$ cat config.mk
export PLATFORM = sky130hd
export DESIGN_NAME = lcp_ram
export DESIGN_NICKNAME = d
export VERILOG_FILES = /design/src/design/lcp_ram.sv
export SDC_FILE = /design/constraint.sdc
export NUM_CORES = 1
export LEC_CHECK = 0
export ABC_AREA = 0
export BUFFER_PORTS_ARGS = -buffer_cell sky130_fd_sc_hd__buf_4
export CORE_ASPECT_RATIO = 1.2
export CORE_MARGIN = 5
export CORE_UTILIZATION = 40
export CTS_CLUSTER_SIZE = 40
export DETAILED_ROUTE_END_ITERATION = 8
export PLACE_DENSITY = 0.57
export SYNTH_ARGS = -nofsm -noshare
export SYNTH_HDL_FRONTEND = slang
export SYNTH_SLANG_ARGS = --single-unit
$ cat constraint.sdc
create_clock -name clk -period 2.4 [get_ports clk]
set_input_delay 0.24 -clock clk [delete_from_list [all_inputs] [get_ports clk]]
set_output_delay 0.24 -clock clk [all_outputs]
set_load 0.03 [all_outputs]
$ cat src/design/lcp_ram.sv
// ----------------------------------------------------------------------------
// lcp_ram
// Generic single write port, single read port RAM with registered read data.
// Read data holds while no read is requested.
// ----------------------------------------------------------------------------
`default_nettype none

module lcp_ram #(
  parameter int WIDTH = 8,
  parameter int DEPTH = 16
) (
  input  wire logic                                       clk,
  input  wire logic                                       wr_en,
  input  wire logic [(DEPTH > 1 ? $clog2(DEPTH) : 1)-1:0] wr_addr,
  input  wire logic [WIDTH-1:0]                           wr_data,
  input  wire logic                                       rd_en,
  input  wire logic [(DEPTH > 1 ? $clog2(DEPTH) : 1)-1:0] rd_addr,
  output logic      [WIDTH-1:0]                           rd_data
);

  logic [WIDTH-1:0] mem [DEPTH];

  always_ff @(posedge clk) begin
    if (wr_en) begin
      mem[wr_addr] <= wr_data;
    end
    if (rd_en) begin
      rd_data <= mem[rd_addr];
    end
  end

endmodule

`default_nettype wire

== After elaboration in Yosys (flattened, before gate mapping) ==
Memory sizes are Yosys's and may differ from the RTL's. A register that Yosys moved wholly into a read port is not among the register bits.
Cells that the tools add are included.
Storage, ports and cells
  logic and storage cells: 3
  output and inout port bits: 8
  register bits: 0
  RAM bits: 128
  memories: 1
Operators by class
  multiplexer cells: 2
Memory list
  mem: words 16, width 8, rd ports 1, clocked after Yosys merged registers in 1, write ports 1, RTL line 21  | logic [WIDTH-1:0] mem [DEPTH];
Operator list (count)
  2-to-1 mux 1 bit: 2

== Logic depth before layout (Yosys ltp) ==
  word-level depth: 2
  depth in mapped cells: 5
  gate-level depth less buffers: 3

== Worst setup path before layout ==
Ideal clock, no wire load.
  path type: input -> register
  start point: input wr_addr[2] (netlist name)
  end point: memory mem[0][0] (enable)
  required time: 2017 ps
  stages on the path: 2
  buffers on the path: 0
  path slack: 667 ps
  data arrival time: 1350 ps
  cells stage by stage: or3b_2 > nor3_1
RTL lines
  start, declared: RTL line 14  | input wire logic [(DEPTH > 1 ? $clog2(DEPTH) : 1)-1:0] wr_addr,
  end, declared: RTL line 21
No word-level cell before the write port.

==> results.yml <==
setup_path:
  worstSetupEndpointType: "register"
  start_kind: "register"
  worst_ep_required_time_ns: 2.55
  worstPathArrival_ns: 1.68
  critPathKind: "reg2reg"
  path_max_fanout: 1
grt:
  grt_pass1_vias: 2509
  grt-ovfl-total: 0
  antenna_found_initial: 0
  gr-usage-all-layers: 0.1404
  grt_first_pass_wirelength_mm: 15.15
  grt_max_degree: 33
floorplanning:
  row_count: 45
  core-area_um2: 12720
  start_util: 0.4108
  die_h_um: 135.2
  ios: 27
  fp.dieW_um: 114.4
  dieArea_um2: 15460
routing:
  wire_per_inst_um: 21.87
  num_vias: 2423
  routed_via_density: 5.290
  dr.pass1.iters: 4
  initialDrtViolationCount: 151
  drcViolationCount: 0
  drt_wl_total_mm: 10.02
  drtAntennaViolNets: 0
cells_and_area:
  layout-drive-gt1-share: 0.3061
  nFillCells: 1053
  nets: 302
  num_antenna_cells: 0
  syn_to_final_growth_pct: 19.79
  register_area_um2: 4084
  multi_input_area_um2: 1057
hold_path:
  hp-class: "in2reg"
job:
  cap_viol_max_count: 0
clock_network:
  cts_resized: 0
  root_buffer: "clkbuf_16"
  cts_buffer_depth: 2
  clock_latency_ns: 0.40
  cts_hold_buf: 0
  cts_setup_buffers: 0
  cts_buffers: 17
  cts_tree: "done"
  clk_pin_slew_ns: 0.05
  cts_max_level: 4
  cts.sinks: 136
power:
  p_int_mw: 4.399
  p_switching_mw: 1.045
  vdd_ir_drop_max_mv: 0.4208
  pwr-share-comb: 0.050
  leakage_nw: 2.110
  clkPwrFrac: 0.455
  seq_power_share: 0.495
  p_per_area_nw_per_um2: 869.4
  switching_share: 0.1919
placed_design:
  finalWeightedCongestion: 0.6756
  hpwl_mm: 6.377
  place.port_buffers: 26
sta:
  maxSlewViolCount: 0
  rsz0062_at_grt: "no"
  fmax_mhz: 654.0
  period_needed_ns: 1.529
  worstMarginPinSlew_ns: 0.7202
  clock_skew_ns: 0.004748
  holdWs_ns: 0.1405
  fin_tns_setup_ns: 0
  setup_viol: 0
  min_period_over_period: 0.6371
  hold_viol_final: 0
  relSlewSlack: 0.5189
logic_synthesis:
  synth_cells: 229
  synth.area.top_cells: "edfxtp_1, mux4_2, mux4_1"
  yosys.area.top_type_share: 0.7812
  yosys_warnings: 0
  synth.largest_area_cell: "edfxtp_1"
  syn_area_um2: 5228
  syn_area_per_cell_um2: 22.83
  ys_seq_area_frac: 0.7812
  synth_nets: 248
  ys_ff_latch: 136
  ys_types: 18
outcome:
  status: "finished clean"
==> synth_stat cells <==
| master | count |
|---|---|
| a22oi_1 | 16 |
| and2_1 | 1 |
| and2b_1 | 1 |
| buf_2 | 3 |
| buf_4 | 1 |
| buf_6 | 3 |
| clkdlybuf4s25_2 | 3 |
| edfxtp_1 | 136 |
| mux4_1 | 14 |
| mux4_2 | 18 |
| nand2_1 | 9 |
| nand2b_1 | 2 |
| nand3_1 | 1 |
| nand3b_1 | 2 |
| nor2_1 | 13 |
| nor2b_1 | 1 |
| nor3_1 | 4 |
| or3b_2 | 1 |
==> layout by cell type, fill, tap and decap left out, drive strengths merged <==
master / n
edfxtp: 136
nand3: 1
buf: 45
nor3: 4
or3b: 1
nand3b: 2
and2: 1
nand2: 9
nor2b: 1
nor2: 13
clkinvlp: 2
nand2b: 2
mux4: 32
clkinv: 6
bufinv: 3
and2b: 1
a22oi: 16
clkbuf: 19
==> flip-flops by register name (all words and copies together), names as in the netlist <==
register,count
mem,128
rd_data,8
==> cells by family after synthesis <==
logic type / after synthesis / synth area share
buffers and inverters: 10 / 0.01651
and+or+nand+nor: 35 / 0.03136
AOI/OAI and AO/OA: 16 / 0.02298
DFF: 136 / 0.7812
muxes: 32 / 0.1479
==> per-stage QoR <==
stage | instance area (um^2) | std cells | setup slack [ns] | total power, mW | utilization
6_report | 6262 | 458 | 0.8709 | 5.444 | 0.4921
2_1_floorplan | 5228 | 229 | 0.6671 | 2.895 | -
4_1_cts | 6262 | 458 | 0.8355 | 5.497 | 0.4921
3_3_place_gp | 5697 | 428 | 0.4221 | 3.018 | 0.4477
3_5_place_dp | 5697 | 428 | 0.4195 | 3.023 | 0.4477
5_1_grt | 6262 | 458 | 0.7916 | 5.632 | 0.4921
==> metal layers <==
metal  vias to the layer above  part of all wire  track usage  routed length [um]
met4                         0             0.012      0.04752                 123
li1                       1087                 -            -                   -
met1                      1260              0.41       0.1799                4103
met2                        64              0.52       0.2292                5214
met3                        12             0.057      0.04200                 576
met5                         -                 0            0                   0
==> path summary, 6_finish.rpt <==
path | to | cells after the start | slack, ns | startpoint
worst max-delay path | rd_data[1] | 3 | 0.87 | mem[1][1]
worst min-delay path | rd_data[5] | 1 | 0.14 | rd_en
worst max register to register | rd_data[1] | 3 | 0.87 | mem[1][1]
worst min register to register | rd_data[2] | 3 | 0.75 | mem[8][2]
==> final cells by class <==
cell class              instances  share of cell area
flip-flops and latches        136              0.6521
multi-input cells              83              0.1688
clock buffers                  19             0.06913
repair buffers                 45             0.05594
well taps                     164             0.03277
clock inverters                11             0.02118
==> power groups by stage <==
stage                     logic [mW]  registers [mW]  clock network, mW
after floorplan                0.135            2.76                  0
after global placement         0.279            2.74                  0
after detailed placement       0.282            2.74                  0
after CTS                      0.282            2.69               2.52
after global routing           0.299            2.70               2.64
final                          0.275            2.69               2.48
==> critical path, stage by stage, from the launching register on <==
cell and delay, ns:
edfxtp_1 0.35, mux4_1 0.50, a22oi_1 0.34, nand2_1 0.08
Note: power is estimated with default switching activity, not from simulation.
